<file path="src/hw/rtl/krd_pkg.sv">
`default_nettype none

package krd_pkg;

    localparam int MAX_RECORDS = 64;
    localparam int IDX_W = (MAX_RECORDS > 1) ? $clog2(MAX_RECORDS) : 1;
    localparam int CNT_W = $clog2(MAX_RECORDS + 1);

    localparam int WORD_W = 32;
    localparam int MASK_W = 5;
    localparam int KIND_W = 2;
    localparam int IN_TDATA_W = 5 * WORD_W;
    localparam int OUT_TDATA_W = 40;

    localparam int QUEUE_DEPTH = 2;
    localparam int QPTR_W = $clog2(QUEUE_DEPTH);

    localparam logic [MASK_W-1:0] MASK_TEXT = 5'b00001;
    localparam logic [MASK_W-1:0] MASK_ATTR = 5'b00010;
    localparam logic [MASK_W-1:0] MASK_OTHER = 5'b00100;
    localparam logic [MASK_W-1:0] MASK_ADDED = 5'b01000;
    localparam logic [MASK_W-1:0] MASK_REMOVED = 5'b10000;

    localparam logic [KIND_W-1:0] KIND_IGNORE = 2'd3;

    typedef enum logic [KIND_W-1:0] {
        OP_LOAD = 2'd0,
        OP_CMP = 2'd1,
        OP_END = 2'd2
    } op_t;

    typedef struct packed {
        op_t op;
        logic [WORD_W-1:0] id;
        logic [WORD_W-1:0] total;
        logic [WORD_W-1:0] text;
        logic [WORD_W-1:0] attr;
        logic [WORD_W-1:0] misc;
    } item_t;

    typedef struct packed {
        logic [WORD_W-1:0] key;
        logic [WORD_W-1:0] total;
        logic [WORD_W-1:0] text;
        logic [WORD_W-1:0] attr;
        logic [WORD_W-1:0] misc;
    } row_t;

endpackage

`default_nettype wire

</file>
<file path="src/hw/rtl/krd_front.sv">
`default_nettype none

module krd_front (
    input  wire logic                              clk,
    input  wire logic                              rst_n,
    input  wire logic                              s_tvalid,
    output logic                                   s_tready,
    input  wire logic [krd_pkg::IN_TDATA_W-1:0]    s_tdata,
    input  wire logic [krd_pkg::KIND_W-1:0]        s_tuser,
    output logic                                   push_valid,
    input  wire logic                              push_ready,
    output krd_pkg::item_t                         push_item
);

    logic           hold_valid_reg;
    logic           hold_valid_next;
    krd_pkg::item_t hold_item_reg;
    krd_pkg::item_t hold_item_next;
    logic           accept;
    logic           keep;

    assign s_tready = !hold_valid_reg || push_ready;
    assign accept = s_tvalid && s_tready;
    assign keep = s_tuser != krd_pkg::KIND_IGNORE;

    always_comb
    begin
        hold_item_next.op = krd_pkg::op_t'(s_tuser);
        hold_item_next.id = s_tdata[31:0];
        hold_item_next.total = s_tdata[63:32];
        hold_item_next.text = s_tdata[95:64];
        hold_item_next.attr = s_tdata[127:96];
        hold_item_next.misc = s_tdata[159:128];
    end

    always_comb
    begin
        hold_valid_next = hold_valid_reg;
        if (hold_valid_reg && push_ready)
        begin
            hold_valid_next = 1'b0;
        end
        if (accept && keep)
        begin
            hold_valid_next = 1'b1;
        end
    end

    always_ff @(posedge clk or negedge rst_n)
    begin
        if (!rst_n)
        begin
            hold_valid_reg <= 1'b0;
        end
        else
        begin
            hold_valid_reg <= hold_valid_next;
        end
    end

    always_ff @(posedge clk)
    begin
        if (accept && keep)
        begin
            hold_item_reg <= hold_item_next;
        end
    end

    assign push_valid = hold_valid_reg;
    assign push_item = hold_item_reg;

endmodule

`default_nettype wire

</file>
<file path="config.mk">
export PLATFORM = sky130hd
export DESIGN_NAME = krd_front
export DESIGN_NICKNAME = d
export VERILOG_FILES = /design/src/hw/rtl/krd_pkg.sv /design/src/hw/rtl/krd_front.sv
export SDC_FILE = /design/constraint.sdc
export NUM_CORES = 1
export LEC_CHECK = 0
export BUFFER_PORTS_ARGS = -buffer_cell sky130_fd_sc_hd__buf_4
export CAP_MARGIN = 20
export CORE_AREA = 2 2 136 138
export DETAILED_ROUTE_END_ITERATION = 8
export DIE_AREA = 0 0 138 140
export HOLD_SLACK_MARGIN = 0.08
export PLACE_DENSITY = 0.67
export SLEW_MARGIN = 20
export SYNTH_ARGS = -nofsm -noshare
export SYNTH_HDL_FRONTEND = slang
export SYNTH_SLANG_ARGS = --single-unit
</file>
<file path="constraint.sdc">
create_clock -name clk -period 4.8 [get_ports clk]
set_input_delay 0.48 -clock clk [delete_from_list [all_inputs] [get_ports clk]]
set_output_delay 0.48 -clock clk [all_outputs]
set_load 0.02 [all_outputs]
</file>
-- After elaboration in Yosys (flattened, before gate mapping)
Cells that the tools add are included.
- mux-type cells: 2
- reductions and logical operators: 6
- equal/unequal tests: 1
- operators with widths (operator ; count):
    $logic_and A1 B1 Y1 ; 3
    $mux W1 ; 2
    $ne A2 B2 Y1 const B ; 1
    $reduce_bool A2 Y1 ; 1
    $logic_not A1 Y1 ; 1
    $logic_or A1 B1 Y1 ; 1
- logic and storage cells: 16
- input port bits: 166
- bits in registers: 163
- output and inout bits: 164

-- Logic depth before layout (Yosys ltp)
Gate-level depths: netlist (run 1).
- word-level depth: 5
- depth in mapped cells: 2
- mapped depth without buffers: 2

-- Worst setup path before layout (run 1)
Ideal clock, no wire load.
- path type: input to register
- start point: input port push_ready
- end point: register hold_item_reg (netlist bit push_item[0]) (enable)
- slack: 1.709 ns
- arrival: 2.640 ns
- data required time: 4.349 ns
- stages: 2
- library setup time: 0.451 ns
- path buffers: 0
- cells stage by stage: nand2b_4 -> and3_2
- longest elaborated chain between the ends: 3
- ends and longest elaborated chain (what ; RTL line ; RTL):
    start, declared ; krd_front.sv:11 ; input wire logic push_ready,
    $logic_or A1 B1 Y1 ; krd_front.sv:22 ; assign s_tready = !hold_valid_reg || push_ready;
    $logic_and A1 B1 Y1 ; krd_front.sv:23 ; assign accept = s_tvalid && s_tready;
    $logic_and A1 B1 Y1 ; krd_front.sv:63 ; if (accept && keep)
    end signal, assigned ; krd_front.sv:65 ; hold_item_reg <= hold_item_next;
    end, declared ; krd_front.sv:17 ; krd_pkg::item_t hold_item_reg;
Every way passes these cells.
A chain may end at the register's enable or synchronous reset.

-- Worst setup path in the final report (run 1)
- start point: register hold_valid_reg, in the netlist push_valid
- end point: register hold_item_reg (netlist bit push_item[105]) (enable)
- longest elaborated chain between the ends: 4
- ends and longest elaborated chain (what ; RTL line ; RTL):
    start, declared ; krd_front.sv:15 ; logic hold_valid_reg;
    start signal, assigned ; krd_front.sv:57 ; hold_valid_reg <= hold_valid_next;
    $logic_not A1 Y1 ; krd_front.sv:22 ;
    $logic_or A1 B1 Y1 ; krd_front.sv:22 ;
    $logic_and A1 B1 Y1 ; krd_front.sv:23 ;
    $logic_and A1 B1 Y1 ; krd_front.sv:63 ;
Every way passes these cells.

==> metrics.md, run 1 <==
| Metric | Value |
|---|---|
| Status | `completed` |
| Unrepaired setup endpoints after global routing | `no` |
| Average wire per standard cell | `16.9 um` |
| R2R cell count | `3` |
| Async SR Flop Fraction | `0.613%` |
| Top_reg_cell synth | `edfxtp_1` |
| Worst VDD drop | `0.217 mV` |
| Die height | `140 um` |
| H-tree Lvls | `4` |
| HP Class | `in -> reg` |
| Die area | `19300 um2` |
| Synth Instances | `167` |
| Period minus WS final | `2.22 ns` |
| Fillers | `1525` |
| Skew-Pair Late Insertion Delay | `0.41 ns` |
| # Post-CTS Setup Buffers | `0` |
| Vias in the first global route | `3331` |
| Cell taking the most area after synthesis | `edfxtp_1` |
| CTS Buf Count | `17` |
| First-pass GRT wire length | `18.9 mm` |
| Core footprint | `17800 um2` |
| Maxcap violations | `0` |
| Yosys reg bits | `163` |
| EDFF count, synth | `162` |
| Row count | `49` |
| Worst-path cell chain | `nand2b_4, and3_4, buf_12` |
| Fin. Hold Viols | `0` |
| Count leader, synth | `edfxtp_1` |
| Yosys cell types | `6` |
| Mapped Nets | `333` |
| Crit path DAT | `2.26 ns` |
| Drt pass-1 iters | `4` |
| Routed via count | `2999` |
| Num ports | `330` |
| Post-synthesis cell area | `4920 um2` |
| Startpoint Class | `flop` |
| CP max-delay cell | `and3_4` |
| Layout Skew | `0.00612 ns` |
| Pin count of the biggest net entering global routing | `100` |
| Gpl congestion | `0.853` |
| Remaining Overflow, GRT | `0` |
| Nets@finish | `683` |
| Fmax | `450 MHz` |
| Final Cycle Share | `46.2%` |
| Crit path max fanout | `99` |
| Crit-path max cell delay | `0.74 ns` |
| Worst-path clk slew | `0.06 ns` |
| CTS max path bufs | `2` |
| Reg2Reg Setup Slack | `2.58 ns` |
| Leakage Power | `3.45 nW` |
| Starting density of the core | `27.7%` |
| Slew @ Worst Pin | `0.842 ns` |
| Top-area cell type share of the netlist area | `98.8%` |
| Top post-synthesis cells by area | `edfxtp_1 99%, dfrtp_1 0.51%, nand2b_4 0.28%` |
| Slew Viols, Final | `0` |
| Drc violations | `0` |
| Placed insts | `726` |
| Final ANT Viol Nets | `0` |
| Iter 0 DRT Violations | `134` |
| Setup tns final | `0 ns` |
| PwrDens | `415 nW/um2` |
| Slew headroom | `43.8%` |
| Critical path class | `reg -> reg` |
| Synthesized area per cell | `29.5 um2` |
| CTS Root Cell | `clkbuf_16` |
| Port Buffers | `329` |
| Layout Area Growth over Synthesis | `69.1%` |
| Worst EP required | `4.84 ns` |
| Die width | `138 um` |
| Post-synthesis sequential area ratio | `99.3%` |
| DP HPWL | `9.80 mm` |
| Setup violation total in the final timing report | `0` |
| Layout cells sized above 1 | `68.1%` |
| GRT Util Overall | `13.1%` |
| Vias/cell | `3.95` |
| Ant. Diodes | `0` |
| Crit. End Element | `flop` |
| Final WL | `12.8 mm` |
| Antenna violations before repair | `0` |
| CTS tree | `done` |
| Num Clock Sinks | `163` |
| Layout Cells excl Fill | `759` |
| Synth Warn # | `0` |
| Worst hold path stage count | `1` |
[layer usage]
metal / track usage [%] / vias up / wire length (um)
met3: 7.04 / 9 / 1390
met1: 14.0 / 1417 / 4640
met4: 4.89 / 0 / 175
li1: - / 1384 / -
met5: 0 / - / 0
met2: 21.9 / 189 / 6600
[sequential cells by signal, summed over array words and instances (netlist names)]
signal      count
push_valid      1
push_item     162
[report_power, final]
| part | switching, mW | internal [mW] |
|---|---|---|
| Combinational | 0.185 | 0.176 |
| Clock | 0.535 | 0.870 |
| Sequential | 0.0223 | 1.66 |
[area by class of cell]
class                   count  area, um2  share of cell area, %
clock buffers              18        429                   5.15
multi-input cells           4       38.8                  0.466
flip-flops and latches    163       4890                   58.7
clock inverters            14        185                   2.22
repair buffers            331       2500                   30.0
well taps                 229        287                   3.44
[worst max-delay path: cells and delay by family (launching register included)]
kind,cells,cell delay (ns)
flops,1,0.41
buf+inv,1,0.46
simple gates,2,0.83
[cells in the final DEF, fill, tap and decap left out]
master / instances
a21bo_1: 1
clkbuf_1: 1
dlygate4sd3_1: 1
clkinv_1: 2
nand2_1: 1
clkinv_2: 3
buf_12: 1
inv_6: 2
clkinvlp_4: 1
nand2b_4: 1
and3_4: 1
buf_4: 329
clkbuf_16: 17
edfxtp_1: 162
dfrtp_1: 1
clkinv_4: 2
bufinv_16: 4
[stage by stage]
step | area [um2] | setup WS (ns) | hold WS [ns] | power [mW] | utilization (%)
5_1_grt | 8330 | 2.46 | 0.208 | 3.59 | 46.8
6_report | 8330 | 2.58 | 0.244 | 3.45 | 46.8
3_5_place_dp | 7700 | 2.36 | 0.258 | 2.09 | 43.3
4_1_cts | 8330 | 2.58 | 0.215 | 3.50 | 46.8
2_1_floorplan | 4920 | 1.71 | 0.184 | 1.85 | -
3_3_place_gp | 7700 | 2.45 | 0.256 | 2.08 | 43.3
[final timing paths]
path	from	to
min in group asynchronous	rst_n	push_valid$_DFFE_PN0P_
min	s_tdata[50]	push_item[114]$_DFFE_PP_
max reg2reg	push_valid$_DFFE_PN0P_	push_item[105]$_DFFE_PP_
min reg2reg	push_valid$_DFFE_PN0P_	push_valid$_DFFE_PN0P_
max	push_valid$_DFFE_PN0P_	push_item[105]$_DFFE_PP_
max in group asynchronous	rst_n	push_valid$_DFFE_PN0P_
[timing repair]
item	4_1_cts	5_1_grt
gates resized for setup	0	0
endpoints found under the setup margin	0	0
hold buffers	1	0
endpoints found under the hold margin	1	0
[logic make-up after synthesis]
kind of cell | after synthesis | synth area share [%]
AOI/OAI and AO/OA | 1 | 0.203
DFF | 163 | 99.3
and+or+nand+nor | 3 | 0.508
Note: power is estimated with default switching activity, not from simulation.
==> run 2, diff against run 1 <==
==> constraint.sdc (replaced) <==
create_clock -name clk -period 2.3 [get_ports clk]
set_input_delay 0.23 -clock clk [delete_from_list [all_inputs] [get_ports clk]]
set_output_delay 0.23 -clock clk [all_outputs]
set_load 0.02 [all_outputs]
==> metrics.md, run 2 <==
| Metric | Value |
|---|---|
| CTS max path bufs | `2` |
| CTS Buf Count | `17` |
| Stopped at | `4_1_cts` |
| Port Buffers | `329` |
| Status | `did not finish` |
| CTS Root Cell | `clkbuf_16` |
| Cell taking the most area after synthesis | `edfxtp_1` |
| Post-synthesis cell area | `4920 um2` |
| Top-area cell type share of the netlist area | `98.8%` |
| Top_reg_cell synth | `edfxtp_1` |
| Hold_buf cts | `153` |
| Count leader, synth | `edfxtp_1` |
| Synthesized area per cell | `29.5 um2` |
| Row count | `49` |
| Mapped Nets | `333` |
| Gpl congestion | `0.803` |
| Starting density of the core | `27.7%` |
| CTS resizes | `0` |
| Die height | `140 um` |
| Die width | `138 um` |
| Synth Warn # | `0` |
| H-tree Lvls | `4` |
| EDFF count, synth | `162` |
| Num Clock Sinks | `163` |
| Post-synthesis sequential area ratio | `99.3%` |
| Yosys reg bits | `163` |
| Async SR Flop Fraction | `0.613%` |
| Num ports | `330` |
| Top post-synthesis cells by area | `edfxtp_1 99%, dfrtp_1 0.51%, nand2b_4 0.28%` |
| First error | `[ERROR RSZ-0060] Max buffer count reached.` |
| Yosys cell types | `6` |
| DP HPWL | `10.2 mm` |
| Place WS | `0.634 ns` |
| # Post-CTS Setup Buffers | `0` |
| Synth Instances | `167` |
-- run 2: kinds of logic after synthesis --
logic type	after synthesis	synth area share [%]
AO/OA/AOI/OAI	1	0.203
AND/OR/NAND/NOR	3	0.508
flip-flops	163	99.3
-- run 2: metrics by stage --
stage,utilization (%),hold WS (ns),cells,area (um2)
2_1_floorplan,-,-0.0656,167,4930
3_3_place_gp,43.5,0.00745,728,7730
3_5_place_dp,43.5,0.0108,728,7730
==> run 3, diff against run 2 <==
--- a/config.mk
+++ b/config.mk
@@ -7,11 +7,10 @@
 export LEC_CHECK = 0
 export BUFFER_PORTS_ARGS = -buffer_cell sky130_fd_sc_hd__buf_4
 export CAP_MARGIN = 20
-export CORE_AREA = 2 2 136 138
+export CORE_AREA = 2 2 160 162
 export DETAILED_ROUTE_END_ITERATION = 8
-export DIE_AREA = 0 0 138 140
-export HOLD_SLACK_MARGIN = 0.08
-export PLACE_DENSITY = 0.67
+export DIE_AREA = 0 0 162 164
+export PLACE_DENSITY_LB_ADDON = 0.15
 export SLEW_MARGIN = 20
 export SYNTH_ARGS = -nofsm -noshare
 export SYNTH_HDL_FRONTEND = slang
==> metrics.md, run 3 (synthesis results as in run 1) <==
| Metric | Value |
|---|---|
| Num ports | `330` |
| PwrDens | `719 nW/um2` |
| Worst EP required | `2.37 ns` |
| Status | `completed` |
| Num Clock Sinks | `163` |
| Fin. Hold Viols | `0` |
| Die height | `164 um` |
| Combinational Power Share | `13.8%` |
| Final Cycle Share | `74.2%` |
| Commonest non-fill, non-tap cell in the layout | `buf_4` |
| H-tree Lvls | `4` |
| Worst VDD drop | `0.330 mV` |
| Die width | `162 um` |
| Setup violation total in the final timing report | `0` |
| Nets@finish | `847` |
| Sw power | `1.70 mW` |
| Met3 GRT Util | `4.82%` |
| Fmax | `586 MHz` |
| Period minus WS final | `1.71 ns` |
| Drc violations | `0` |
| Vias in the first global route | `4018` |
| CTS max path bufs | `2` |
| Setup tns final | `0 ns` |
| Ant. Diodes | `0` |
| Leakage Power | `4.11 nW` |
| Grt met2 use | `19.0%` |
| Clock power frac | `37.6%` |
| Row count | `58` |
| Skew-Pair Late Insertion Delay | `0.41 ns` |
| Crit path DAT | `1.77 ns` |
| Sequential share of power | `48.6%` |
| Routed via count | `3638` |
| Port Buffers | `329` |
| Final core occ | `40.5%` |
| Layout Cells excl Fill | `1024` |
| Final WL | `14.9 mm` |
| Starting density of the core | `19.8%` |
| Die area | `26600 um2` |
| CTS Root Cell | `clkbuf_16` |
| GR peak layer | `met2` |
| Startpoint Class | `primary input` |
| Maxcap violations | `0` |
| Layout Skew | `0.00619 ns` |
| Slew @ Worst Pin | `0.386 ns` |
| GRT Util Overall | `10.8%` |
| Final ANT Viol Nets | `0` |
| Slew Viols, Final | `0` |
| Crit. End Element | `flop` |
| Pin count of the biggest net entering global routing | `66` |
| Remaining Overflow, GRT | `0` |
| CTS Buf Count | `17` |
| Grt met1 use | `11.5%` |
| Iter 0 DRT Violations | `141` |
| Max reg flops | `162` |
| CTS tree | `done` |
| Core footprint | `24800 um2` |
| HP Class | `in -> reg` |
| Unrepaired setup endpoints after global routing | `no` |
| Gpl congestion | `0.750` |
| Layout Area Growth over Synthesis | `104%` |
| Worst-path clk slew | `0.06 ns` |
| First-pass GRT wire length | `21.7 mm` |
| Most frequent cells in the layout | `329 x buf_4, 163 x dlygate4sd3_1, 162 x edfxtp_1` |
| Critical path class | `in -> reg` |
| Layout cells sized above 1 | `52.3%` |
| Placed insts | `829` |
| Switching share of power | `23.5%` |
| P_int | `5.53 mW` |
| Vias/cell | `3.55` |
| Drt pass-1 iters | `4` |
| Average wire per standard cell | `14.5 um` |
| Antenna violations before repair | `0` |
| Slew headroom | `74.3%` |
| Fillers | `2307` |
| Crit path max fanout | `65` |
| DP HPWL | `10.2 mm` |
-- run 3: worst paths after layout --
| kind | end | slack [ns] | depth (start not counted) | from |
|---|---|---|---|---|
| max | push_item[79]$_DFFE_PP_ | 0.59 | 5 | s_tuser[0] |
| min | push_valid$_DFFE_PN0P_ | 0.05 | 2 | s_tvalid |
| max reg2reg | push_item[79]$_DFFE_PP_ | 0.69 | 3 | push_valid$_DFFE_PN0P_ |
| min reg2reg | push_valid$_DFFE_PN0P_ | 0.68 | 2 | push_valid$_DFFE_PN0P_ |
| max in group asynchronous | push_valid$_DFFE_PN0P_ | 2.09 | 2 | rst_n |
| min in group asynchronous | push_valid$_DFFE_PN0P_ | 0.13 | 2 | rst_n |
-- run 3: layer usage --
| layer | vias to the layer above | routed length (um) |
|---|---|---|
| met3 | 12 | 1430 |
| li1 | 1710 | - |
| met5 | - | 0 |
| met4 | 0 | 198 |
| met2 | 191 | 7750 |
| met1 | 1725 | 5490 |
-- run 3: metrics by stage --
stage	power (mW)	cell area, um2	setup slack [ns]	hold WS, ns
2_1_floorplan	3.85	4930	0.0261	-0.0656
3_3_place_gp	4.36	7870	0.758	0.00938
3_5_place_dp	4.36	7870	0.719	0.0107
4_1_cts	7.35	10100	0.629	0.0251
5_1_grt	7.53	10100	0.547	0.0217
6_report	7.23	10100	0.594	0.0477
-- run 3: power by group through the flow --
stage	clock, mW	sequential (mW)	combinational (mW)
finish	2.72	3.51	0.999
global route	2.94	3.53	1.06
CTS	2.82	3.52	1.02
detailed placement	0	3.58	0.784
global placement	0	3.58	0.776
floorplan	0	3.79	0.0647
-- run 3: cell type report --
| class | instances | area [um2] | share of cell area [%] |
|---|---|---|---|
| sequential | 163 | 4890 | 48.6 |
| timing repair buffer | 495 | 4160 | 41.4 |
| clock buffer | 19 | 433 | 4.30 |
| tap | 330 | 413 | 4.10 |
| clock inverter | 13 | 125 | 1.24 |
| multi-input combinational | 4 | 38.8 | 0.386 |
-- run 3: critical path, stage by stage --
cell	delay, ns
dlygate4sd3_1	0.54
buf_4	0.14
nand2_1	0.08
and3_4	0.36
buf_12	0.33
-- run 3: timing repair --
action | 4_1_cts | 5_1_grt
buffers inserted | 0 | 0
hold endpoints to repair | 163 | 0
hold buffers | 163 | 0
gates resized for setup | 0 | 0
