--- src/hw/rtl/krd_pkg.sv ---
`default_nettype none

package krd_pkg;

    localparam int MAX_RECORDS = 64;
    localparam int IDX_W = (MAX_RECORDS > 1) ? $clog2(MAX_RECORDS) : 1;
    localparam int CNT_W = $clog2(MAX_RECORDS + 1);

    localparam int WORD_W = 32;
    localparam int MASK_W = 5;
    localparam int KIND_W = 2;
    localparam int IN_TDATA_W = 5 * WORD_W;
    localparam int OUT_TDATA_W = 40;

    localparam int QUEUE_DEPTH = 2;
    localparam int QPTR_W = $clog2(QUEUE_DEPTH);

    localparam logic [MASK_W-1:0] MASK_TEXT = 5'b00001;
    localparam logic [MASK_W-1:0] MASK_ATTR = 5'b00010;
    localparam logic [MASK_W-1:0] MASK_OTHER = 5'b00100;
    localparam logic [MASK_W-1:0] MASK_ADDED = 5'b01000;
    localparam logic [MASK_W-1:0] MASK_REMOVED = 5'b10000;

    localparam logic [KIND_W-1:0] KIND_IGNORE = 2'd3;

    typedef enum logic [KIND_W-1:0] {
        OP_LOAD = 2'd0,
        OP_CMP = 2'd1,
        OP_END = 2'd2
    } op_t;

    typedef struct packed {
        op_t op;
        logic [WORD_W-1:0] id;
        logic [WORD_W-1:0] total;
        logic [WORD_W-1:0] text;
        logic [WORD_W-1:0] attr;
        logic [WORD_W-1:0] misc;
    } item_t;

    typedef struct packed {
        logic [WORD_W-1:0] key;
        logic [WORD_W-1:0] total;
        logic [WORD_W-1:0] text;
        logic [WORD_W-1:0] attr;
        logic [WORD_W-1:0] misc;
    } row_t;

endpackage

`default_nettype wire

--- src/hw/rtl/krd_queue.sv ---
`default_nettype none

module krd_queue (
    input  wire logic            clk,
    input  wire logic            rst_n,
    input  wire logic            push_valid,
    output logic                 push_ready,
    input  wire krd_pkg::item_t  push_item,
    output logic                 pop_valid,
    input  wire logic            pop_ready,
    output krd_pkg::item_t       pop_item
);

    krd_pkg::item_t                entries [krd_pkg::QUEUE_DEPTH];
    logic [krd_pkg::QPTR_W-1:0]    wr_ptr_reg;
    logic [krd_pkg::QPTR_W-1:0]    wr_ptr_next;
    logic [krd_pkg::QPTR_W-1:0]    rd_ptr_reg;
    logic [krd_pkg::QPTR_W-1:0]    rd_ptr_next;
    logic [krd_pkg::QPTR_W:0]      fill_reg;
    logic [krd_pkg::QPTR_W:0]      fill_next;
    logic                          do_push;
    logic                          do_pop;

    assign push_ready = fill_reg != (krd_pkg::QPTR_W + 1)'(krd_pkg::QUEUE_DEPTH);
    assign pop_valid = fill_reg != '0;
    assign pop_item = entries[rd_ptr_reg];
    assign do_push = push_valid && push_ready;
    assign do_pop = pop_valid && pop_ready;

    always_comb
    begin
        wr_ptr_next = wr_ptr_reg;
        rd_ptr_next = rd_ptr_reg;
        fill_next = fill_reg;
        if (do_push)
        begin
            wr_ptr_next = wr_ptr_reg + 1'b1;
        end
        if (do_pop)
        begin
            rd_ptr_next = rd_ptr_reg + 1'b1;
        end
        if (do_push && !do_pop)
        begin
            fill_next = fill_reg + 1'b1;
        end
        else if (do_pop && !do_push)
        begin
            fill_next = fill_reg - 1'b1;
        end
    end

    always_ff @(posedge clk or negedge rst_n)
    begin
        if (!rst_n)
        begin
            wr_ptr_reg <= '0;
            rd_ptr_reg <= '0;
            fill_reg <= '0;
        end
        else
        begin
            wr_ptr_reg <= wr_ptr_next;
            rd_ptr_reg <= rd_ptr_next;
            fill_reg <= fill_next;
        end
    end

    always_ff @(posedge clk)
    begin
        if (do_push)
        begin
            entries[wr_ptr_reg] <= push_item;
        end
    end

endmodule

`default_nettype wire

--- config.mk ---
export PLATFORM = sky130hd
export DESIGN_NAME = krd_queue
export DESIGN_NICKNAME = d
export VERILOG_FILES = /design/src/hw/rtl/krd_pkg.sv /design/src/hw/rtl/krd_queue.sv
export SDC_FILE = /design/constraint.sdc
export NUM_CORES = 1
export LEC_CHECK = 0
export BUFFER_PORTS_ARGS = -buffer_cell sky130_fd_sc_hd__buf_2
export CAP_MARGIN = 20
export CORE_AREA = 5 5 171 173
export CTS_CLUSTER_DIAMETER = 100
export CTS_CLUSTER_SIZE = 24
export DETAILED_ROUTE_END_ITERATION = 10
export DIE_AREA = 0 0 176 178
export PLACE_DENSITY = 0.77
export SLEW_MARGIN = 20
export SYNTH_ARGS = -nofsm -noshare
export SYNTH_HDL_FRONTEND = slang
export SYNTH_SLANG_ARGS = --single-unit
--- constraint.sdc ---
create_clock -name clk -period 12.9 [get_ports clk]
set_clock_uncertainty 0.1 [all_clocks]
set_input_delay 2.58 -clock clk [delete_from_list [all_inputs] [get_ports clk]]
set_output_delay 2.58 -clock clk [all_outputs]
set_load 0.03 [all_outputs]
; ---- Yosys cells after proc, flatten, opt, wreduce, memory -nomap -nowiden
; Memories as Yosys holds them, arrays and structs flattened.
; Cells that the tools add are included.
[totals]
latchBits = 0
n_memories = 1
ramBits = 324
elab_cells = 21
reg_bits = 4
romBits = 0
out_inout_bits = 164
[memory_table]
columns = name, depth, word_bits, rd, rd_clocked_by_memory_dff, wr, line_no
row1 = entries, 2, 162, 1, 0, 1, krd_queue.sv:14  ; krd_pkg::item_t entries [krd_pkg::QUEUE_DEPTH];
[classes]
bitwise = 0
n_shift = 0
n_mux = 4
div_mod_pow = 0
n_reduce_logical = 8
n_mul = 0
addsub = 4
magnitude_cmp = 0
n_eq_ne = 1
[ops]
columns = op, count
row1 = $logic_and 1x1->1, 4
row2 = $mux 2, 2
row3 = $reduce_bool 2->1, 2
row4 = $add 1x1->1 const B, 2
row5 = $add 2x1->2 const B, 1
row6 = $logic_not 1->1, 2
row7 = $mux 1, 2
row8 = $ne 2x2->1 const B, 1
row9 = $sub 2x1->2 const B, 1

; ---- Depth between registers and ports, before layout
; Gate-level depths: netlist (run 1).
[logic_depth]
depth_word = 6
ltp_mapped = 7
mapped_depth_nobuf = 7

; ---- Least setup slack after synthesis (run 1)
; Ideal clock, no wire load.
[synth_timing]
path_kind = in2reg
start = input port push_valid
end = memory entries[0][0] in the netlist's numbering (enable)
t_arrival_ps = 9403
setup_ps = 687
path_slack_ps = 2710
path_stages = 2
path_buffers = 0
cell_sequence = nand2_1 nor2_1
[synth_between]
elab_chain_cells = 3
[synth_lines]
columns = item, line_no
row1 = start: declaration, krd_queue.sv:6  ; input wire logic push_valid,
row2 = $logic_and 1x1->1, krd_queue.sv:27  ; assign do_push = push_valid && push_ready;
row3 = $mux 1, krd_queue.sv:71  ; if (do_push)
row4 = $mux 1 (implied by the code), krd_queue.sv:73  ; entries[wr_ptr_reg] <= push_item;
row5 = end: declaration, krd_queue.sv:14
; Every way passes these cells.

==> results of run 1 <==
-- per-layer routing --
metal | up-vias | routed length, um | track usage | part of all wire
li1 | 2736 | - | - | -
met1 | 2913 | 8660 | 0.169 | 0.38
met2 | 219 | 11900 | 0.245 | 0.52
met3 | 32 | 1840 | 0.0388 | 0.080
met4 | 4 | 479 | 0.0419 | 0.021
met5 | - | 21 | 0 | 0.00092
-- Yosys cell counts --
cell type,instances
nand2b_1,1
edfxtp_1,324
xnor2_1,3
ha_1,1
nand2_1,2
nor2_1,2
xor2_1,2
inv_1,1
mux2_4,70
buf_2,9
or2_2,1
and3_1,1
dfrtp_1,4
mux2_2,92
buf_6,9
-- final timing paths --
check	endpoint	depth (start not counted)	slack, ns	start
worst max register to register	entries[0][151]	4	10.15	fill_reg[0]
max in group asynchronous	rd_ptr_reg	1	10.79	rst_n
worst max-delay path	pop_item[141]	3	7.35	rd_ptr_reg
worst min-delay path	fill_reg[1]	1	0.39	fill_reg[1]
min in group asynchronous	wr_ptr_reg	1	1.77	rst_n
worst min register to register	fill_reg[1]	1	0.39	fill_reg[1]
-- cells in the final DEF, fill, tap and decap left out --
cell	Yosys	layout
and3_4	0	1
buf_2	9	329
buf_4	0	6
clkbuf_1	0	10
clkbuf_16	0	17
dfrtp_1	4	3
dfrtp_4	0	1
diode_2	0	4
edfxtp_1	324	324
ha_1	1	1
inv_1	1	1
inv_6	0	1
mux2_2	92	92
mux2_4	70	70
nand2_1	2	2
nand2b_1	1	1
nor2_1	2	1
nor2_4	0	1
or2_2	1	1
xnor2_1	3	3
xor2_1	2	2
-- power by group through the flow --
stage	logic, W	registers [W]	clock network [W]
final	0.00138	0.00154	0.000553
after global routing	0.00145	0.00156	0.000622
after CTS	0.00140	0.00154	0.000581
after detailed placement	0.00140	0.00157	0
after global placement	0.00139	0.00155	0
after floorplan	0.00109	0.00157	0
-- per-stage QoR --
stage | setup slack, ns | hold WS [ns] | total power (W)
after global routing | 7.21 | 0.414 | 0.00364
after floorplan | 2.71 | 0.356 | 0.00266
after CTS | 7.28 | 0.399 | 0.00353
final | 7.35 | 0.392 | 0.00347
after global placement | 7.87 | 0.379 | 0.00294
after detailed placement | 7.85 | 0.388 | 0.00297
-- kinds of logic (layout without fill, tap and decap cells) --
| kind of cell | count (synthesis) | in the layout | share of synthesized area |
|---|---|---|---|
| xor+xnor | 5 | 5 | 0.00360 |
| simple gates | 7 | 7 | 0.00278 |
| buf+inv | 19 | 364 | 0.0124 |
| fa+ha+maj | 1 | 1 | 0.00103 |
| other cells | 0 | 4 | 0 |
| flops | 328 | 328 | 0.809 |
| mux | 162 | 162 | 0.172 |
-- layout make-up --
cell class | count | area (um2) | area share
clock inverters | 1 | 8.76 | 0.000599
diodes | 4 | 10.0 | 0.000684
flip-flops and latches | 328 | 9830 | 0.672
multi-input cells | 175 | 2190 | 0.150
well taps | 346 | 433 | 0.0296
clock buffers | 27 | 463 | 0.0316
repair buffers | 335 | 1690 | 0.116
inverters | 1 | 3.75 | 0.000257
==> metrics.md, run 1 <==
| Metric | Value |
|---|---|
| Vias in the first global route | `6415` |
| Cell total after placement | `1185` |
| Chip width | `176 um` |
| Maximum VDD drop | `0.000143 V` |
| Status | `finished clean` |
| Postcts setup bufs | `0` |
| Clock transition at the registers of the reported paths | `0.08 ns` |
| Largest net degree at the start of global routing | `76` |
| Worst setup SP type | `register` |
| Fin util | `0.533` |
| Synth cell types | `15` |
| Cell Area, Synth | `12200 um2` |
| Die area | `31300 um2` |
| Port-buffer cells | `329` |
| Setup TNS | `0 ns` |
| P&R area growth vs syn | `20.4%` |
| Clock network fraction of design power | `0.159` |
| Final non-filler cell total | `1217` |
| Switch share | `0.365` |
| Leak Pwr | `5.59 nW` |
| Initial antenna violation count | `4` |
| Fin crit period | `5.55 ns` |
| Sequential area share after synthesis | `0.809` |
| Synth top area cells | `edfxtp_1, mux2_4, mux2_2` |
| Critical Setup Path Class | `reg -> out` |
| Core area | `27500 um2` |
| Top-area cell type share of the netlist area | `0.800` |
| Count of final setup violators | `0` |
| Slowest-stage cell, CP | `buf_4` |
| Ys Warns | `0` |
| Dpl hpwl | `15800 um` |
| Sw power | `0.00127 W` |
| CTS H-tree depth | `1` |
| Relative slew slack | `0.311` |
| DRT iter0 DRCs | `334` |
| Post-cts repair resize count | `0` |
| Max reg flops | `324` |
| Crit path buffers/inverters | `2` |
| Die height | `178 um` |
| WP data required | `10.22 ns` |
| Row count | `61` |
| Global route overflow | `0` |
| Clock sinks | `328` |
| Seq pwr share | `0.443` |
| CP max stage delay | `0.85 ns` |
| Clock buffer depth | `3` |
| Hold Crit Class | `reg -> reg` |
| Placed cell area | `14200 um2` |
| CTS Buf Count | `17` |
| # IOs | `330` |
| Final Wtd Congestion | `0.717` |
| Dominant delay contributor by cell family on the critical path | `buffers and inverters` |
| Crit Path Max Fanout | `58` |
| RSZ-0062 raised after global routing | `no` |
| Tot GR Track Use | `0.139` |
| Crit. End Element | `output port` |
| Syn Nets | `689` |
| Layout cells sized above 1 | `0.599` |
| Critical path cell sequence | `buf_4 > mux2_2 > buf_2` |
| # fillers | `2167` |
| Average wire per cell in the routed design | `18.8 um` |
| CTS tree | `done` |
| Final ANT Viol Nets | `0` |
| Yosys top cell by area | `edfxtp_1` |
| Post-Synthesis Cells | `522` |
| P_int | `0.00220 W` |
| CTS Root Cell | `clkbuf_16` |
| Register bit total from synthesis | `328` |
| # DRC | `0` |
| Max-cap viol count | `0` |
| Fmax achieved | `180 MHz` |
| First-pass GRT wire length | `34700 um` |
| Comb pwr share | `0.398` |
| Layout Nets | `1025` |
| Worst-Skew Late Latency | `0.49 ns` |
| Drt first pass iters | `4` |
| DR vias/cell | `4.85` |
| Post-route cell area | `14600 um2` |
| Fin crit share | `0.430` |
| Vias | `5904` |
| Final max-slew violation count | `0` |
| Worst slew pin tran | `1.03 ns` |
| Final WL | `22900 um` |
| Power per cell area | `237 nW/um2` |
| Crit path arrival time | `2.87 ns` |
| Avg Cell Area, Syn | `23.3 um2` |
| Starting Density | `0.442` |
| CTS Hold Buffers Added | `0` |
| Final hold viol count | `0` |
Note: power is estimated with default switching activity, not from simulation.
==> inputs of run 2 (changes only) <==
==> constraint.sdc (replaced) <==
create_clock -name clk -period 5.15 [get_ports clk]
set_clock_uncertainty 0.1 [all_clocks]
set_input_delay 1.03 -clock clk [delete_from_list [all_inputs] [get_ports clk]]
set_output_delay 1.03 -clock clk [all_outputs]
set_load 0.03 [all_outputs]
==> metrics.md, run 2 (synthesis results as in run 1) <==
| Metric | Value |
|---|---|
| Status | `finished clean` |
| # fillers | `2203 (+1.7%)` |
| Postcts setup bufs | `0 (unchanged)` |
| CTS tree | `done` |
| Final WL | `22900 um (-0.18%)` |
| Leak Pwr | `5.60 nW (+0.24%)` |
| CTS Root Cell | `clkbuf_16` |
| Port-buffer cells | `329 (unchanged)` |
| R2R setup slack | `3.19 ns (-6.96 ns)` |
| Slowest-stage cell, CP | `dfrtp_4` |
| Final max-slew violation count | `0 (unchanged)` |
| P&R area growth vs syn | `20.6%` |
| Global route overflow | `0 (unchanged)` |
| Final non-filler cell total | `1208 (-0.74%)` |
| CP max stage delay | `0.79 ns (-0.06 ns)` |
| CTS H-tree depth | `1 (unchanged)` |
| Layout Nets | `1025 (unchanged)` |
| DRT iter0 DRCs | `322 (-3.6%)` |
| Most common cell after layout, fill and taps aside | `buf_2` |
| Vias in the first global route | `6341 (-1.2%)` |
| Power per cell area | `594 nW/um2 (+150%)` |
| Largest net degree at the start of global routing | `102 (+34%)` |
| WHS | `0.228 ns (-0.164 ns)` |
| Worst-Skew Late Latency | `0.49 ns (about the same)` |
| Crit. End Element | `output port` |
| Placed cell area | `14200 um2 (+0.44%)` |
| Clock buffer depth | `3 (unchanged)` |
| Setup TNS | `0 ns (unchanged)` |
| Clock sinks | `328 (unchanged)` |
| Fin crit share | `0.674` |
| Final Wtd Congestion | `0.755 (+5.2%)` |
| DR vias/cell | `4.91 (+1.1%)` |
| Relative slew slack | `0.445 (+0.134)` |
| RSZ-0062 raised after global routing | `no` |
| Max-cap viol count | `0 (unchanged)` |
| Post-cts repair resize count | `0 (unchanged)` |
| # diodes | `0 (-4)` |
| Maximum VDD drop | `0.000490 V (+240%)` |
| Cell total after placement | `1185 (unchanged)` |
| Drt first pass iters | `4 (unchanged)` |
| Starting Density | `0.442 (unchanged)` |
| Post-route cell area | `14700 um2 (+0.23%)` |
| Worst setup SP type | `register` |
| WP data required | `4.02 ns (-6.20 ns)` |
| Critical path cell sequence | `buf_12 > mux2_4 > buf_2` |
| Fmax achieved | `288 MHz` |
| Final hold viol count | `0 (unchanged)` |
| Most frequent cells in the layout | `buf_2, edfxtp_1, mux2_2` |
| Tot GR Track Use | `0.138 (-0.00109)` |
| Dpl hpwl | `15700 um (-0.53%)` |
| Crit Path Max Fanout | `64 (+10%)` |
| First-pass GRT wire length | `34200 um (-1.4%)` |
| Row count | `61 (unchanged)` |
| Worst slew pin tran | `0.833 ns (-0.200 ns)` |
| Final ANT Viol Nets | `0 (unchanged)` |
| Chip width | `176 um (unchanged)` |
| Crit path arrival time | `2.34 ns (-0.53 ns)` |
| # DRC | `0 (unchanged)` |
| Vias | `5926 (+0.37%)` |
| Layout cells sized above 1 | `0.602 (+0.00347)` |
| Die area | `31300 um2 (unchanged)` |
| Hold Crit Class | `in -> async` |
| Critical Setup Path Class | `reg -> out` |
| Initial antenna violation count | `2 (-2)` |
| CTS Buf Count | `17 (unchanged)` |
| Clock transition at the registers of the reported paths | `0.09 ns (about the same)` |
| Core area | `27500 um2 (unchanged)` |
| Max reg flops | `324 (unchanged)` |
| Die height | `178 um (unchanged)` |
| CTS Hold Buffers Added | `0 (unchanged)` |
| Count of final setup violators | `0 (unchanged)` |
| # IOs | `330 (unchanged)` |
| Average wire per cell in the routed design | `18.9 um (+0.56%)` |
| Fin crit period | `3.47 ns` |
run 2: cell type report:
class	instances	area [um2]	area share
Clock inverter	1	8.76	0.000597
Timing Repair Buffer	335	1750	0.120
Tap cell	346	433	0.0295
Clock buffer	22	444	0.0303
Multi-Input combinational cell	175	2190	0.149
Sequential cell	328	9830	0.670
Inverter	1	3.75	0.000256
run 2: per-layer routing:
| layer | vias to the layer above | routed length [um] | GRT usage |
|---|---|---|---|
| met5 | - | 11 | 0 |
| met4 | 2 | 420 | 0.0315 |
| met3 | 34 | 2030 | 0.0428 |
| met2 | 227 | 11800 | 0.244 |
| met1 | 2931 | 8620 | 0.169 |
| li1 | 2732 | - | - |
run 2: report_power, final:
part / total [W] / internal (W) / switching, W
Combinational: 0.00350 / 0.00127 / 0.00223
Clock: 0.00137 / 0.000612 / 0.000755
Sequential: 0.00384 / 0.00364 / 0.000194
run 2: worst max-delay path: cells and delay by family, from the launching register on:
kind | cells | cell delay [ns]
buffers and inverters | 2 | 0.60
muxes | 1 | 0.35
DFF | 1 | 0.79
run 2: path summary, 6_finish.rpt:
| kind | from | to | depth (start not counted) |
|---|---|---|---|
| max in group asynchronous | rst_n | rd_ptr_reg | 1 |
| worst max-delay path | rd_ptr_reg | pop_item[109] | 3 |
| worst min-delay path | rst_n | rd_ptr_reg | 1 |
| worst max register to register | fill_reg[0] | entries[1][107] | 3 |
| min in group clk | fill_reg[1] | fill_reg[1] | 1 |
| worst min register to register | fill_reg[1] | fill_reg[1] | 1 |
run 2: stage by stage:
| stage | util | total power (W) | worst slack [ns] |
|---|---|---|---|
| 4_1_cts | 0.534 | 0.00884 | 1.62 |
| 5_1_grt | 0.534 | 0.00912 | 1.54 |
| 2_1_floorplan | - | 0.00656 | 1.06 |
| 6_report | 0.534 | 0.00871 | 1.68 |
| 3_5_place_dp | 0.517 | 0.00746 | 2.18 |
| 3_3_place_gp | 0.517 | 0.00740 | 2.18 |
==> inputs of run 3 (changes only) <==
--- a/config.mk
+++ b/config.mk
@@ -5,14 +5,15 @@
 export SDC_FILE = /design/constraint.sdc
 export NUM_CORES = 1
 export LEC_CHECK = 0
+export ABC_AREA = 1
 export BUFFER_PORTS_ARGS = -buffer_cell sky130_fd_sc_hd__buf_2
 export CAP_MARGIN = 20
-export CORE_AREA = 5 5 171 173
+export CORE_AREA = 5 5 169 171
 export CTS_CLUSTER_DIAMETER = 100
 export CTS_CLUSTER_SIZE = 24
 export DETAILED_ROUTE_END_ITERATION = 10
-export DIE_AREA = 0 0 176 178
-export PLACE_DENSITY = 0.77
+export DIE_AREA = 0 0 174 176
+export PLACE_DENSITY = 0.81
 export SLEW_MARGIN = 20
 export SYNTH_ARGS = -nofsm -noshare
 export SYNTH_HDL_FRONTEND = slang
==> constraint.sdc (replaced) <==
create_clock -name clk -period 2.9 [get_ports clk]
set_clock_uncertainty 0.1 [all_clocks]
set_input_delay 0.58 -clock clk [delete_from_list [all_inputs] [get_ports clk]]
set_output_delay 0.58 -clock clk [all_outputs]
set_load 0.03 [all_outputs]
==> metrics.md, run 3 <==
| Metric | Value |
|---|---|
| Average wire per cell in the routed design | `16.7 um (-12%)` |
| Top post-synthesis cells by count | `nand2_1, edfxtp_1, buf_2, clkbuf_1, buf_4` |
| Post-Synthesis Cells | `874 (+67%)` |
| Largest net degree at the start of global routing | `97 (-4.9%)` |
| Clock transition at the registers of the reported paths | `0.09 ns (about the same)` |
| Count of final setup violators | `0 (unchanged)` |
| Max-cap viol count | `0 (unchanged)` |
| Clock buffer depth | `3 (unchanged)` |
| Worst setup SP type | `register` |
| Global route overflow | `0 (unchanged)` |
| Ys flop type | `edfxtp_1` |
| Post-synthesis simple-gate area fraction | `0.158 (+0.155)` |
| Row count | `60 (-1.6%)` |
| Fin crit share | `0.948` |
| Layout cells sized above 1 | `0.303 (-0.300)` |
| Synth top area cells | `edfxtp_1, nand2_1, dfrtp_1` |
| Fraction of the mapped netlist area in adder cells | `0.00105 (+0.0000173)` |
| Postcts setup bufs | `0 (unchanged)` |
| Synth cell types | `14 (-1)` |
| Final non-filler cell total | `1544 (+28%)` |
| Critical Setup Path Class | `reg -> out` |
| Hold Crit Class | `in -> reg` |
| Initial antenna violation count | `4 (+2)` |
| Total Power | `0.0160 W (+83%)` |
| Power per cell area | `1100 nW/um2 (+85%)` |
| Number of flops mapped to enable cells by yosys | `324 (unchanged)` |
| Max reg flops | `324 (unchanged)` |
| Avg Cell Area, Syn | `13.7 um2 (-41%)` |
| Compound-cell area share of the yosys netlist | `0 (unchanged)` |
| Final ANT Viol Nets | `0 (unchanged)` |
| Most frequent cells in the layout | `nand2_1, buf_2, edfxtp_1` |
| Yosys top cell by area | `edfxtp_1` |
| Dpl hpwl | `17500 um (+11%)` |
| Crit Path Max Fanout | `96 (+50%)` |
| CTS H-tree depth | `1 (unchanged)` |
| CTS Root Cell | `clkbuf_16` |
| Cell total after placement | `1519 (+28%)` |
| Layout Nets | `1365 (+33%)` |
| P&R area growth vs syn | `21.6%` |
| Sequential area share after synthesis | `0.822 (+0.0136)` |
| Xor-xnor portion of the synthesized cell area | `0.00147 (-0.00214)` |
| Most common cell after layout, fill and taps aside | `nand2_1` |
| Die height | `176 um (-1.1%)` |
| Fmax achieved | `364 MHz` |
| Final Wtd Congestion | `0.751 (-0.42%)` |
| Async set or reset register ratio after synthesis | `0.0122 (unchanged)` |
| Die area | `30600 um2 (-2.2%)` |
| Starting Density | `0.447 (+0.00489)` |
| Worst-Skew Late Latency | `0.49 ns (about the same)` |
| Worst slew pin tran | `0.541 ns (-0.292 ns)` |
| Ys Warns | `0 (unchanged)` |
| Largest family of logic cells by synthesized area | `simple AND/OR/NAND/NOR gates` |
| Port-buffer cells | `329 (unchanged)` |
| Maximum VDD drop | `0.000653 V (+33%)` |
| Cell Area, Synth | `12000 um2 (-1.7%)` |
| Relative slew slack | `0.639 (+0.195)` |
| # diodes | `0 (unchanged)` |
| Core area | `26700 um2 (-2.7%)` |
| Count leader, synth | `nand2_1` |
| Status | `finished clean` |
| Fin crit period | `2.75 ns` |
| Leak Pwr | `6.22 nW (+11%)` |
| Chip width | `174 um (-1.1%)` |
| WP data required | `2.22 ns (-1.80 ns)` |
| CTS tree | `done` |
| # IOs | `330 (unchanged)` |
| Tot GR Track Use | `0.161 (+0.0232)` |
| Final max-slew violation count | `0 (unchanged)` |
| Clock sinks | `328 (unchanged)` |
| # fillers | `2124 (-3.6%)` |
| # DRC | `0 (unchanged)` |
| Final hold viol count | `0 (unchanged)` |
| CTS Buf Count | `17 (unchanged)` |
| Final WL | `25700 um (+12%)` |
| First-pass GRT wire length | `39800 um (+16%)` |
| Register bit total from synthesis | `328 (unchanged)` |
| Drt first pass iters | `5 (+1)` |
| Syn Nets | `1041 (+51%)` |
| Crit. End Element | `output port` |
| Vias in the first global route | `7440 (+17%)` |
| Vias | `7355 (+24%)` |
| Crit path arrival time | `2.07 ns (-0.27 ns)` |
| Top-area cell type share of the netlist area | `0.814 (+0.0135)` |
| DRT iter0 DRCs | `427 (+33%)` |
| Post-synthesis mux area share | `0 (-0.172)` |
| RSZ-0062 raised after global routing | `no` |
| DR vias/cell | `4.76 (-2.9%)` |
-- run 3: cell types whose count changed in the layout (fill, tap and decap cells not counted), sizes merged, moves of 2 or more --
cell / before / now
inv: 2 / 8
buf: 335 / 339
nand3: 0 / 2
nand2: 2 / 496
mux2: 162 / 0
xnor2: 3 / 1
-- run 3: worst paths after layout --
path / from / end / slack (ns) / cells past startpoint
setup reg to reg: fill_reg[0] / entries[0][100] / 1.14 / 5
hold / removal: push_item[132] / entries[0][132] / 0.16 / 1
min in group asynchronous: rst_n / rd_ptr_reg / 0.34 / 2
max in group asynchronous: rst_n / rd_ptr_reg / 2.23 / 2
setup / recovery: rd_ptr_reg / pop_item[119] / 0.15 / 4
hold reg to reg: fill_reg[0] / fill_reg[0] / 0.44 / 1
-- run 3: cells by family after synthesis --
logic type | Yosys count
flops | 328
buf+inv | 42
simple gates | 501
xor+xnor | 2
fa+ha+maj | 1
-- run 3: repair_timing --
| action | in CTS | in global routing |
|---|---|---|
| resized for setup | 1 | 0 |
| setup endpoints to repair | 6 | 0 |
| hold endpoints to repair | 4 | 0 |
| hold buffers | 1 | 0 |
-- run 3: routing by layer --
metal	GRT usage	vias to the layer above	part of all wire
met5	0	-	0.0021
met2	0.282	285	0.50
met1	0.196	3449	0.38
li1	-	3572	-
met3	0.0531	41	0.093
met4	0.0396	8	0.025
-- run 3: final cells by class --
type	instances	area, um2	share of cell area
Multi-Input combinational cell	504	1950	0.134
Clock buffer	23	448	0.0308
Tap cell	341	427	0.0293
Timing Repair Buffer	340	1840	0.127
Sequential cell	328	9830	0.676
Inverter	7	31.3	0.00215
Clock inverter	1	8.76	0.000602
-- run 3: through the flow --
stage | setup slack (ns) | hold WS, ns | TNS (ns) | util | area [um2]
final | 0.150 | 0.162 | 0 | 0.544 | 14500
after CTS | 0.0895 | 0.136 | 0 | 0.544 | 14500
after floorplan | -0.683 | 0.184 | -218.29 | - | 12000
after global routing | 0.00887 | 0.132 | 0 | 0.544 | 14500
after global placement | 0.542 | 0.292 | 0 | 0.526 | 14100
after detailed placement | 0.543 | 0.294 | 0 | 0.526 | 14100
-- run 3: where the power goes --
| group | internal, W | switching (W) | total, W |
|---|---|---|---|
| Clock | 0.00109 | 0.00134 | 0.00244 |
| Sequential | 0.00646 | 0.000287 | 0.00675 |
| Combinational | 0.00165 | 0.00513 | 0.00677 |
-- run 3: critical path, cell delays in order, from the launching register on --
cell and delay [ns]:
dfrtp_4 0.60, buf_12 0.35, nand2_1 0.09, nand2_1 0.17
buf_2 0.24
